[src/hw/rtl/frer_vr_pkg.sv]
`default_nettype none

package frer_vr_pkg;

  localparam int unsigned SeqW   = 16;
  localparam int unsigned TimeW  = 64;
  localparam int unsigned TmoW   = 32;
  localparam int unsigned CauseW = 3;

  typedef enum logic [CauseW-1:0] {
    CauseRestart = 3'd0,
    CauseAdvance = 3'd1,
    CauseGap     = 3'd2,
    CauseDup     = 3'd3,
    CauseOutside = 3'd4
  } cause_e;

  typedef struct packed {
    logic   accept;
    cause_e cause;
  } verdict_t;

endpackage

`default_nettype wire

[src/hw/rtl/frer_vector_recovery.sv]
// Duplicate elimination for one redundant stream.
// Input channel (in_valid_i/in_ready_o): one beat per frame, carrying the
// 16-bit sequence number and the 64-bit arrival time in ns.
// Output channel (out_valid_o/out_ready_i): exactly one beat per input
// beat, in order: accept_o forwards or drops the frame, cause_o tells why
// (restart, advanced window, filled gap, duplicate, outside window).
// Configuration channel (cfg_valid_i/cfg_ready_o): writes the 32-bit
// recovery timeout; always ready; write it only while no frame is in flight.
// A beat is held in the input register while it is decided, and its result
// then sits in the result register until the receiver takes it.
// Throughput: one frame per cycle while the receiver takes results; the
// window update for a frame is made between the input register and the
// result register and registered with its result; the next frame sees it.
// When the receiver stalls, the result register holds its beat, the input
// register takes one more beat, and in_ready_o then drops.
// Reset clears the window (not valid), the timeout, the last seen time and
// both pipeline valids; the first frame after reset restarts the window.
`default_nettype none

module frer_vector_recovery #(
  parameter int unsigned WINDOW = 64
) (
  input  wire logic                                 clk_i,
  input  wire logic                                 rst_ni,
  input  wire logic                                 in_valid_i,
  output logic                                      in_ready_o,
  input  wire logic [frer_vr_pkg::SeqW-1:0]         sequence_req_i,
  input  wire logic [frer_vr_pkg::TimeW-1:0]        now_time_i,
  output logic                                      out_valid_o,
  input  wire logic                                 out_ready_i,
  output logic                                      accept_o,
  output logic      [frer_vr_pkg::CauseW-1:0]       cause_o,
  input  wire logic                                 cfg_valid_i,
  output logic                                      cfg_ready_o,
  input  wire logic [frer_vr_pkg::TmoW-1:0]         recovery_timeout_i
);

  logic                           s1_valid_q;
  logic [frer_vr_pkg::SeqW-1:0]   s1_seq_q;
  logic [frer_vr_pkg::TimeW-1:0]  s1_now_q;
  logic                           s1_fire;

  logic                           out_valid_q;
  frer_vr_pkg::verdict_t          verdict_q;
  frer_vr_pkg::verdict_t          verdict_d;

  logic [frer_vr_pkg::TmoW-1:0]   timeout_q;
  logic                           win_valid_q;
  logic [frer_vr_pkg::SeqW-1:0]   base_q;
  logic [frer_vr_pkg::SeqW-1:0]   base_d;
  logic [WINDOW-1:0]              seen_q;
  logic [WINDOW-1:0]              seen_d;
  logic [frer_vr_pkg::TimeW-1:0]  last_q;

  // advance the decision stage when the result register is free or drains
  assign s1_fire     = s1_valid_q && (!out_valid_q || out_ready_i);
  assign in_ready_o  = !s1_valid_q || s1_fire;
  assign cfg_ready_o = 1'b1;
  assign out_valid_o = out_valid_q;
  assign accept_o    = verdict_q.accept;
  assign cause_o     = verdict_q.cause;

  frer_vr_decide #(
    .WINDOW (WINDOW)
  ) u_decide (
    .valid_i   (win_valid_q),
    .base_i    (base_q),
    .seen_i    (seen_q),
    .last_i    (last_q),
    .timeout_i (timeout_q),
    .seq_i     (s1_seq_q),
    .now_i     (s1_now_q),
    .verdict_o (verdict_d),
    .base_d_o  (base_d),
    .seen_d_o  (seen_d)
  );

  always_ff @(posedge clk_i or negedge rst_ni) begin
    if (!rst_ni) begin
      s1_valid_q  <= 1'b0;
      out_valid_q <= 1'b0;
      timeout_q   <= '0;
      win_valid_q <= 1'b0;
      base_q      <= '0;
      seen_q      <= '0;
      last_q      <= '0;
    end else begin
      if (in_ready_o) begin
        s1_valid_q <= in_valid_i;
      end
      if (cfg_valid_i) begin
        timeout_q <= recovery_timeout_i;
      end
      if (s1_fire) begin
        out_valid_q <= 1'b1;
        win_valid_q <= 1'b1;
        base_q      <= base_d;
        seen_q      <= seen_d;
        last_q      <= s1_now_q;
      end else if (out_ready_i) begin
        out_valid_q <= 1'b0;
      end
    end
  end

  always_ff @(posedge clk_i) begin
    if (in_valid_i && in_ready_o) begin
      s1_seq_q <= sequence_req_i;
      s1_now_q <= now_time_i;
    end
    if (s1_fire) begin
      verdict_q <= verdict_d;
    end
  end

  a_accept_matches_cause : assert property (@(posedge clk_i) disable iff (!rst_ni)
    out_valid_o |-> (accept_o == ((verdict_q.cause == frer_vr_pkg::CauseRestart) ||
                                  (verdict_q.cause == frer_vr_pkg::CauseAdvance) ||
                                  (verdict_q.cause == frer_vr_pkg::CauseGap))))
    else $error("accept disagrees with cause");

  a_base_seen : assert property (@(posedge clk_i) disable iff (!rst_ni)
    win_valid_q |-> seen_q[0])
    else $error("base sequence not marked seen");

  a_window_set : assert property (@(posedge clk_i) disable iff (!rst_ni)
    s1_fire |=> (win_valid_q && out_valid_o))
    else $error("decision did not update window and result");

  a_stall_holds_stage : assert property (@(posedge clk_i) disable iff (!rst_ni)
    (s1_valid_q && out_valid_q && !out_ready_i) |=> (s1_valid_q && $stable(s1_seq_q)))
    else $error("decision stage lost a beat under stall");

endmodule

`default_nettype wire

[src/hw/rtl/frer_vr_decide.sv]
`default_nettype none

module frer_vr_decide #(
  parameter int unsigned WINDOW = 64
) (
  input  wire logic                                valid_i,
  input  wire logic [frer_vr_pkg::SeqW-1:0]        base_i,
  input  wire logic [WINDOW-1:0]                   seen_i,
  input  wire logic [frer_vr_pkg::TimeW-1:0]       last_i,
  input  wire logic [frer_vr_pkg::TmoW-1:0]        timeout_i,
  input  wire logic [frer_vr_pkg::SeqW-1:0]        seq_i,
  input  wire logic [frer_vr_pkg::TimeW-1:0]       now_i,
  output frer_vr_pkg::verdict_t                    verdict_o,
  output logic      [frer_vr_pkg::SeqW-1:0]        base_d_o,
  output logic      [WINDOW-1:0]                   seen_d_o
);

  localparam logic [frer_vr_pkg::SeqW-1:0] WinW = frer_vr_pkg::SeqW'(WINDOW);

  logic [frer_vr_pkg::TimeW-1:0] idle;
  logic                          timed_out;
  logic                          restart;
  logic [frer_vr_pkg::SeqW-1:0]  ahead;
  logic [frer_vr_pkg::SeqW-1:0]  offset;
  logic                          newer;
  logic [WINDOW-1:0]             bit_m;

  assign idle      = now_i - last_i;
  assign timed_out = (timeout_i != '0) && (last_i != '0) &&
                     (idle > {{(frer_vr_pkg::TimeW - frer_vr_pkg::TmoW){1'b0}}, timeout_i});
  assign restart   = !valid_i || timed_out;
  assign ahead     = seq_i - base_i;
  assign offset    = base_i - seq_i;
  // newer when the signed distance is positive
  assign newer     = (ahead != '0) && !ahead[frer_vr_pkg::SeqW-1];
  assign bit_m     = WINDOW'(1) << offset;

  always_comb begin
    base_d_o  = base_i;
    seen_d_o  = seen_i;
    verdict_o = '{accept: 1'b1, cause: frer_vr_pkg::CauseRestart};
    if (restart) begin
      base_d_o = seq_i;
      seen_d_o = WINDOW'(1);
    end else if (newer) begin
      base_d_o  = seq_i;
      seen_d_o  = ((ahead >= WinW) ? '0 : (seen_i << ahead)) | WINDOW'(1);
      verdict_o = '{accept: 1'b1, cause: frer_vr_pkg::CauseAdvance};
    end else if (offset >= WinW) begin
      verdict_o = '{accept: 1'b0, cause: frer_vr_pkg::CauseOutside};
    end else if ((seen_i & bit_m) != '0) begin
      verdict_o = '{accept: 1'b0, cause: frer_vr_pkg::CauseDup};
    end else begin
      seen_d_o  = seen_i | bit_m;
      verdict_o = '{accept: 1'b1, cause: frer_vr_pkg::CauseGap};
    end
  end

endmodule

`default_nettype wire

[config.mk]
export PLATFORM = sky130hd
export DESIGN_NAME = frer_vector_recovery
export DESIGN_NICKNAME = d
export VERILOG_FILES = /design/src/hw/rtl/frer_vr_pkg.sv /design/src/hw/rtl/frer_vector_recovery.sv /design/src/hw/rtl/frer_vr_decide.sv
export SDC_FILE = /design/constraint.sdc
export NUM_CORES = 1
export LEC_CHECK = 0
export ABC_CLOCK_PERIOD_IN_PS = 5750
export BUFFER_PORTS_ARGS = -buffer_cell sky130_fd_sc_hd__buf_4
export CAP_MARGIN = 20
export CORE_UTILIZATION = 55
export CTS_BUF_LIST = sky130_fd_sc_hd__clkbuf_8
export DETAILED_ROUTE_END_ITERATION = 10
export PLACE_DENSITY = 0.8
export SYNTH_ARGS = -nofsm -noshare
export SYNTH_HDL_FRONTEND = slang
export SYNTH_SLANG_ARGS = --single-unit
export TNS_END_PERCENT = 20
[constraint.sdc]
create_clock -name clk_i -period 5.75 [get_ports clk_i]
set_clock_uncertainty 0.1 [all_clocks]
set_input_delay 0.575 -clock clk_i [delete_from_list [all_inputs] [get_ports clk_i]]
set_output_delay 0.575 -clock clk_i [all_outputs]
set_load 0.005 [all_outputs]
After elaboration in Yosys (flattened, before gate mapping):

Index checks and enable logic that the tools add are counted.

* flip-flop bits (word level): 263
* input bits: 117
* output and inout bits: 7
* word-level logic and storage cells: 59

* $add $sub $neg: 3
* $lt $le $gt $ge: 3
* equal/unequal tests: 2
* shift-type cells: 2
* multiplexer cells: 12
* bitwise operators: 2
* reduce and logical (&&, ||, !) cells: 22

Operators by type and width (count)
* 64-bit two-way mux: 5
* 64-bit nonzero test: 2
* 64-bit AND: 1
* 64-bit by 32-bit > comparator with 1-bit output: 1
* 64-bit bitwise OR: 1
* 1-bit by 16-bit << shifter with 64-bit output, first input constant: 1
* 64-bit by 16-bit << shifter with 64-bit output: 1
* 64-bit subtractor: 1
* 16-bit by 7-bit greater-or-equal comparator with 1-bit output, second input constant: 2
* 16-bit two-way mux: 2
* 32-bit nonzero test: 1
* 16-bit subtractor: 2
* 16-bit nonzero test: 1
* 4-bit two-way mux: 2
* 3-bit by 1-bit != test with 1-bit output, second input constant: 2
* 1-bit logical AND: 5
* 1-bit zero test: 4
* 2-bit nonzero test: 2
* 1-bit logical OR: 3
* 1-bit two-way mux: 3
* 3-bit AND reduction: 1
* 3-bit OR reduction: 1
* 2-bit AND reduction: 1
* 2-bit OR reduction: 1

Longest topological paths before layout:

Gate-level depths: netlist of the first run.

* depth after elaboration: 8
* depth in mapped cells: 28
* gate-level depth less buffers: 26

Hierarchy:

From an unflattened synthesis of the first run, not the netlist that was laid out.

* cell total of the unflattened synthesis: 2530
* area total of the unflattened synthesis: 23480.0 um^2

Modules (own cells, without submodules)
* frer_vr_decide: instances 1, cells each 2062, area an instance 13720.7 um^2, seq. area each 0.0 um^2
* frer_vector_recovery: instances 1, cells each 468, area an instance 9759.4 um^2, seq. area each 7001.7 um^2

Worst setup path before layout of the first run:

OpenSTA, ideal clock, no wires.

* path type: flip-flop to flip-flop
* start: register s1_now_q[0] (netlist bit)
* end: register seen_q[20]
* library setup time: 0.090 ns
* arrival: 5.149 ns
* data required time: 5.560 ns
* setup slack: 0.411 ns
* stages on the path, launching flop included: 26
* buffers on the path: 1
* clock period less this slack: 5.339 ns
* cells stage by stage: edfxtp_1 inv_1 ha_1 inv_1 fa_1 a211oi_2 o21a_1 nor3_1 o311ai_2 nand2_1 a21oi_1 xnor2_1 ha_1 nand4_1 nor4_1 nor2b_1 o31a_1 a211oi_1 nor4b_1 nand4_1 or4b_4 nor4_4 a31oi_2 or4_1 buf_6 o221ai_1

* cells in the longest elaborated chain, start to end: 6
* elaborated cells between the ends (all ways): 8
* classes of those cells: add/sub: 1; order compare: 1; eq/ne: 2; mux: 1; reduce/logical: 3

Ends and longest elaborated chain
* start: declaration: line frer_vector_recovery.sv:40 `logic [frer_vr_pkg::TimeW-1:0] s1_now_q;`
* start signal: assignment: line frer_vector_recovery.sv:109 `s1_now_q <= now_time_i;`
* 64-bit subtractor (*): line frer_vr_decide.sv:28 `assign idle = now_i - last_i;`
* 64-bit by 32-bit > comparator with 1-bit output (*): line frer_vr_decide.sv:30 `(idle > {{(frer_vr_pkg::TimeW - frer_vr_pkg::TmoW){1'b0}}, timeout_i});`
* 1-bit logical AND (*): line frer_vr_decide.sv:29 `assign timed_out = (timeout_i != '0) && (last_i != '0) &&`
* 1-bit logical OR (*): line frer_vr_decide.sv:31 `assign restart = !valid_i || timed_out;`
* 3-bit by 1-bit != test with 1-bit output (no source line)
* 3-bit AND reduction (no source line)
* end signal: assignment: line frer_vector_recovery.sv:98 `seen_q <= seen_d;`
* end: declaration: line frer_vector_recovery.sv:51 `logic [WINDOW-1:0] seen_q;`

Mark *: on every way between the ends. The rest lies on a longest branch, timed or not.
A chain may end at the register's enable or synchronous reset.

Final worst setup path of the first run:

* start: register s1_now_q[2] (netlist bit)
* end: register base_q[2] (netlist bit)

* cells in the longest elaborated chain, start to end: 6
* elaborated cells between the ends (all ways): 7
* classes of those cells: add/sub: 1; order compare: 1; mux: 1; reduce/logical: 4

Ends and longest elaborated chain
* 64-bit subtractor (*): line frer_vr_decide.sv:28
* 64-bit by 32-bit > comparator with 1-bit output (*): line frer_vr_decide.sv:30
* 1-bit logical AND (*): line frer_vr_decide.sv:29
* 1-bit logical OR (*): line frer_vr_decide.sv:31
* 2-bit nonzero test (no source line)
* 2-bit AND reduction (no source line)
* end signal: assignment: line frer_vector_recovery.sv:97 `base_q <= base_d;`
* end: declaration: line frer_vector_recovery.sv:49 `logic [frer_vr_pkg::SeqW-1:0] base_q;`

Marked as above.

==> results.sh, run 1 <==
export IMPL_dp_cells=3257
export IMPL_power_mw=8.70
export IMPL_hold_slack_ns=0.0169
export IMPL_io_buffer_count=122
export IMPL_ys_top_cells_by_area="dfrtp_1, edfxtp_1, ha_1"
export IMPL_reg2regPathDepth=28
export IMPL_synth_cell_types=92
export IMPL_cts_sinks=263
export IMPL_fin_cells=3426
export IMPL_layout_commonest_cell="nand2_1"
export IMPL_core_sq_um=38000
export IMPL_grt_pass1_wl_um=127000
export IMPL_power_density_nw_per_um2=336
export IMPL_dpl_hpwl_um=60300
export IMPL_antennaDiodeCount=0
export IMPL_p_comb_share_pct=54.1
export IMPL_die_y_um=199
export IMPL_synth_ff_type="dfrtp_1"
export IMPL_die_area_sq_um=39800
export IMPL_final_period_minus_worst_setup_slack_ns=5.81
export IMPL_core_rowCount=71
export IMPL_grt_antenna_before_repair=0
export IMPL_io_pins=124
export IMPL_min_period_over_period_pct=101
export IMPL_status="finished, violations left"
export IMPL_gp_congestion=1.05
export IMPL_first_iter_violations=2407
export IMPL_setup_violations=26
export IMPL_vias=22779
export IMPL_critPathKind="flip-flop to flip-flop"
export IMPL_timing_rr_end="base_q[2]$_DFFE_PN0P_"
export IMPL_synth_edf_count=84
export IMPL_violations="negative setup slack"
export IMPL_final_setup_tns_ns=-0.723
export IMPL_rsz0062_at_grt="yes"
export IMPL_slew_viol_final=0
export IMPL_regArea_sq_um=7000
export IMPL_num_fill_cells=2981
export IMPL_first_pass_iters=8
export IMPL_wire_per_inst_um=24.7
export IMPL_routed_wl_um=84500
export IMPL_area_growth_pct=20.6
export IMPL_drive_gt1_share_pct=17.2
export IMPL_min_delay_path_class="primary input to flip-flop"
export IMPL_cts_tree="built"
export IMPL_holdPathEnd="s1_seq_q[14]$_DFFE_PP_"
export IMPL_cts_buffer_depth=3
export IMPL_required_ns=6.21
export IMPL_path_clk_slew_ns=0.06
export IMPL_start_util_pct=56.4
export IMPL_ys_ff_latch=263
export IMPL_yosysTopAreaCellShare_pct=20.9
export IMPL_ir_drop_uv=346
export IMPL_drc=0
export IMPL_grt_pass1_vias=22214
export IMPL_gr_total_overflow=0
export IMPL_synth_warnings=0
export IMPL_cp_start_kind="flip-flop"
export IMPL_worst_setup_path_end_kind="flip-flop"
export IMPL_multiInputGateArea_sq_um=13600
export IMPL_die_w_um=199
export IMPL_grt_max_degree=78
export IMPL_r2r_start="s1_now_q[2]$_DFFE_PP_"
export IMPL_critPathMaxStageDelay_ns=0.51
export IMPL_synthCells=2618
export IMPL_htree_levels=2
export IMPL_syn_area_sq_um=21400
export IMPL_hp_start="sequence_req_i[14]"
export IMPL_vias_per_cell=6.65
export IMPL_whs_path_depth=1
export IMPL_drtAntennaViolNets=0
export IMPL_final_hold_viol_count=0
export IMPL_numCtsBuffers=46
export IMPL_switching_share_pct=46.5
export IMPL_r2r_slack_ns=-0.06
export IMPL_p_leak_nw=11.4
export IMPL_crit_path_frequent_cell="buf_4"
export IMPL_syn_area_per_cell_sq_um=8.19
export IMPL_pwr_share_clk_pct=20.5
export IMPL_yosysTopAreaCell="dfrtp_1"
export IMPL_p_int_mw=4.66
export IMPL_fin_ws_ns=-0.0615
export IMPL_ys_seq_area_share_pct=32.6
export IMPL_slowest_stage="or4b_4"
export IMPL_cts_root_buffer="clkbuf_8"
export IMPL_cp_max_fo=12
export IMPL_fmax_mhz=172
export IMPL_insertion_delay_ns=0.67
export IMPL_final_cell_mix="nand2_1, buf_4, nor2_1, o21ai_0, a21oi_1"
export IMPL_synthArstFlopShare_pct=68.1
export IMPL_worstMarginPinSlew_ns=1.02
export IMPL_max_slew_margin_pct=31.3
export IMPL_fin_nets=3124
export IMPL_power_frac_seq_pct=25.4
export IMPL_grtUsageTotal_pct=42.0
export IMPL_max_cap_violations=0
export IMPL_power_switching_mw=4.04
export IMPL_cp_arrival_ns=6.28
export IMPL_synth_fp_nets=2863
-- worst max-delay path: cells and delay by family (launching register included) --
family                   cells  cell delay (ns)
AND/OR/NAND/NOR             10             1.94
adder cells (fa/ha/maj)      2             0.61
buffers and inverters        6             0.95
XOR/XNOR                     1             0.15
flip-flops                   1             0.41
AO/OA/AOI/OAI                9             1.57
-- state kept, by name, indices dropped and copies added (netlist names) --
name	count
timeout_q	32
win_valid_q	1
out_valid_o	1
last_q	64
cause_o	3
s1_now_q	64
base_q	16
s1_seq_q	16
accept_o	1
s1_valid_q	1
seen_q	64
-- kinds of logic (layout without fill, tap and decap cells) --
logic type / after synthesis / count (layout) / share of synthesized area [%]
xor+xnor: 72 / 72 / 2.98
flops: 263 / 263 / 32.6
mux: 127 / 127 / 8.56
compound gates: 783 / 783 / 22.9
buf+inv: 304 / 601 / 5.58
other cells: 1 / 1 / 0.0175
simple gates: 940 / 940 / 19.8
fa+ha+maj: 128 / 128 / 7.57
-- power groups by stage --
stage	registers (mW)	logic [mW]	clock network, mW
2_1_floorplan	2.20	2.82	0
3_3_place_gp	2.22	4.33	0
3_5_place_dp	2.23	4.36	0
4_1_cts	2.20	4.43	1.77
5_1_grt	2.22	4.99	1.86
6_report	2.21	4.71	1.78
-- what timing repair did --
| item | 4_1_cts | 5_1_grt |
|---|---|---|
| pin swaps | 1 | 36 |
| buffers inserted | 0 | 12 |
| hold endpoints to repair | 144 | 0 |
| cloned | 0 | 3 |
| gates resized for setup | 6 | 73 |
| endpoints found under the setup margin | 59 | 83 |
| hold buffers | 70 | 0 |
-- cell usage after synthesis (all sizes together), types with 44 or more instances --
cell type and number:
ha 125, a21oi 205, o21ai 242, nand4 53
nand2 407, mux4 44, inv 148, dfrtp 179
a21o 61, buf 45, edfxtp 84, nor2 232
mux2i 71, nor3 56, clkbuf 110
-- area by class of cell --
cell class	count	area share (%)
clock inverters	35	0.900
repair buffers	368	12.0
well taps	511	2.47
flip-flops and latches	263	27.1
multi-input cells	2051	52.8
inverters	149	2.17
clock buffers	49	2.61
-- metrics by stage --
stage / worst slack, ns / util, % / cell area (sq um)
floorplan: 0.411 / - / 21400
global placement: 0.0379 / 62.5 / 23800
detailed placement: -0.00268 / 62.5 / 23800
CTS: 0.0209 / 66.8 / 25400
global route: -0.366 / 68.0 / 25900
finish: -0.0615 / 68.0 / 25900
-- worst max path at each step --
stage / cells after the start / to / start / slack (ns)
final: 28 / base_q[2]$_DFFE_PN0P_ / s1_now_q[2]$_DFFE_PP_ / -0.06
after detailed placement: 30 / base_q[5]$_DFFE_PN0P_ / s1_now_q[0]$_DFFE_PP_ / -0.003
after CTS: 30 / seen_q[11]$_DFFE_PN0P_ / s1_now_q[0]$_DFFE_PP_ / 0.02
after global routing: 28 / seen_q[55]$_DFFE_PN0P_ / s1_now_q[2]$_DFFE_PP_ / -0.37
after floorplan: 25 / seen_q[20]$_DFFE_PN0P_ / s1_now_q[0]$_DFFE_PP_ / 0.41
after global placement: 25 / seen_q[1]$_DFFE_PN0P_ / s1_now_q[22]$_DFFE_PP_ / 0.04
-- metal layers --
| layer | part of all wire, % | global-route usage [%] | wire length (um) | vias up |
|---|---|---|---|---|
| met3 | 9.1 | 7.44 | 7710 | 374 |
| met2 | 47 | 68.9 | 39300 | 1481 |
| met4 | 6.9 | 25.8 | 5830 | 0 |
| met5 | 0 | 0 | 0 | - |
| li1 | - | - | - | 10038 |
| met1 | 37 | 51.4 | 31700 | 10886 |
No activity file was read; power rests on OpenSTA's default activity.
==> inputs of run 2 (changes only) <==
BUFFER_PORTS_ARGS = -buffer_cell sky130_fd_sc_hd__buf_2   (was -buffer_cell sky130_fd_sc_hd__buf_4)
==> results.sh, run 2 (synthesis results as in run 1) <==
export IMPL_io_buffer_count=122
export IMPL_numCtsBuffers=44
export IMPL_violations="negative setup slack"
export IMPL_drc=0
export IMPL_r2r_slack_ns=-0.05
export IMPL_p_leak_nw=11.2
export IMPL_reg_top3="last_q (64), s1_now_q (64), seen_q (64)"
export IMPL_grt_pass1_vias=21609
export IMPL_insertion_delay_ns=0.67
export IMPL_hp_start="now_time_i[12]"
export IMPL_critPathKind="flip-flop to flip-flop"
export IMPL_first_iter_violations=2339
export IMPL_grt_antenna_before_repair=1
export IMPL_wire_per_inst_um=24.1
export IMPL_cts_root_buffer="clkbuf_8"
export IMPL_cp_arrival_ns=6.21
export IMPL_cts_tree="built"
export IMPL_final_hold_viol_count=0
export IMPL_power_density_nw_per_um2=339
export IMPL_timing_rr_end="seen_q[6]$_DFFE_PN0P_"
export IMPL_die_w_um=199
export IMPL_vias_per_cell=6.58
export IMPL_dpl_hpwl_um=59000
export IMPL_gr_total_overflow=0
export IMPL_htree_levels=2
export IMPL_max_cap_violations=0
export IMPL_grt_pass1_wl_um=120000
export IMPL_final_core_utilization_pct=67.2
export IMPL_whs_path_depth=1
export IMPL_gp_congestion=1.07
export IMPL_rsz0062_at_grt="yes"
export IMPL_fin_nets=3090
export IMPL_cts_buffer_depth=3
export IMPL_area_growth_pct=19.1
export IMPL_crit_buf_inv=4
export IMPL_cp_start_kind="flip-flop"
export IMPL_routed_wl_um=81600
export IMPL_setup_violations=26
export IMPL_drtAntennaViolNets=0
export IMPL_dp_cells=3238
export IMPL_fin_ws_ns=-0.0535
export IMPL_antennaDiodeCount=0
export IMPL_grt_max_degree=135
export IMPL_final_period_minus_worst_setup_slack_ns=5.80
export IMPL_die_y_um=199
export IMPL_vias=22291
export IMPL_ir_drop_uv=295
export IMPL_min_delay_path_class="primary input to flip-flop"
export IMPL_core_rowCount=71
export IMPL_r2r_start="s1_now_q[16]$_DFFE_PP_"
export IMPL_die_area_sq_um=39800
export IMPL_required_ns=6.16
export IMPL_final_cell_mix="nand2_1, o21ai_0, nor2_1, a21oi_1, dfrtp_1"
export IMPL_final_setup_tns_ns=-0.534
export IMPL_pre_cts_slack_ns=-0.205
export IMPL_min_period_over_period_pct=101
export IMPL_cts_sinks=263
export IMPL_start_util_pct=56.4
export IMPL_slew_viol_final=0
export IMPL_io_pins=124
export IMPL_holdPathEnd="s1_now_q[12]$_DFFE_PP_"
export IMPL_max_slew_margin_pct=23.6
export IMPL_worstMarginPinSlew_ns=1.15
export IMPL_fmax_mhz=172
export IMPL_reg2regPathDepth=25
export IMPL_critPathMaxStageDelay_ns=0.51
export IMPL_grtUsageTotal_pct=39.8
export IMPL_drive_gt1_share_pct=17.7
export IMPL_status="finished, violations left"
export IMPL_slowest_stage="or4b_4"
export IMPL_fin_cells=3390
export IMPL_core_sq_um=38000
export IMPL_cp_max_fo=7
export IMPL_crit_family="compound AO/OA/AOI/OAI gates"
export IMPL_path_clk_slew_ns=0.07
export IMPL_power_mw=8.66
export IMPL_layout_commonest_cell="nand2_1"
export IMPL_worst_setup_path_end_kind="flip-flop"
export IMPL_first_pass_iters=8
[run 2: changes by cell type in the layout (fill, tap and decap cells not counted), moves of 3 or more]
cell	change
a21oi_4	+3
clkbuf_16	+4
nor2_1	-14
buf_6	+5
nand2_1	+5
buf_4	-146
dlygate4sd3_1	-21
clkbuf_8	+6
inv_1	-5
nor2_4	+5
nor2_2	+9
buf_2	+121
buf_12	+5
nand2_2	-5
[run 2: cell type report]
| class | count | area (sq um) |
|---|---|---|
| clock inverter | 25 | 163 |
| timing repair buffer | 336 | 2660 |
| inverter | 149 | 561 |
| sequential | 263 | 7000 |
| fill | 3116 | 12500 |
| clock buffer | 55 | 757 |
| tap | 511 | 639 |
| multi-input combinational | 2051 | 13800 |
[run 2: per-layer routing]
metal | wire length (um) | vias up | GRT usage [%]
li1 | - | 9984 | -
met1 | 30100 | 10601 | 47.6
met2 | 38100 | 1369 | 66.6
met3 | 8050 | 335 | 8.35
met4 | 5340 | 2 | 22.7
met5 | 7 | - | 0
[run 2: worst max-delay path by stage]
| stage | from | end | slack (ns) | cells past startpoint |
|---|---|---|---|---|
| finish | s1_now_q[16]$_DFFE_PP_ | seen_q[6]$_DFFE_PN0P_ | -0.05 | 25 |
| global route | s1_now_q[0]$_DFFE_PP_ | seen_q[5]$_DFFE_PN0P_ | -0.34 | 28 |
| CTS | s1_now_q[0]$_DFFE_PP_ | seen_q[7]$_DFFE_PN0P_ | 0.006 | 29 |
| detailed placement | s1_now_q[12]$_DFFE_PP_ | seen_q[21]$_DFFE_PN0P_ | -0.20 | 24 |
| global placement | s1_now_q[12]$_DFFE_PP_ | seen_q[31]$_DFFE_PN0P_ | -0.13 | 24 |
| floorplan | s1_now_q[0]$_DFFE_PP_ | seen_q[20]$_DFFE_PN0P_ | 0.41 | 25 |
[run 2: metrics by stage]
step	area, sq um	hold slack, ns
finish	25500	0.0184
detailed placement	23300	0.380
floorplan	21400	0.179
CTS	24800	0.000960
global placement	23300	0.365
global route	25500	-0.00156
[run 2: repair_timing]
action / in CTS / in global routing
resized for setup: 17 / 95
hold buffers: 44 / 5
setup buffers: 1 / 12
hold endpoints to repair: 88 / 5
cloned: 0 / 10
endpoints found under the setup margin: 81 / 84
pin swaps: 2 / 49
[run 2: report_power, final]
group / internal, mW / switching, mW / leakage, nW
sequential: 2.10 / 0.108 / 3.09
clock: 0.951 / 0.849 / 0.521
combinational: 1.60 / 3.06 / 7.59
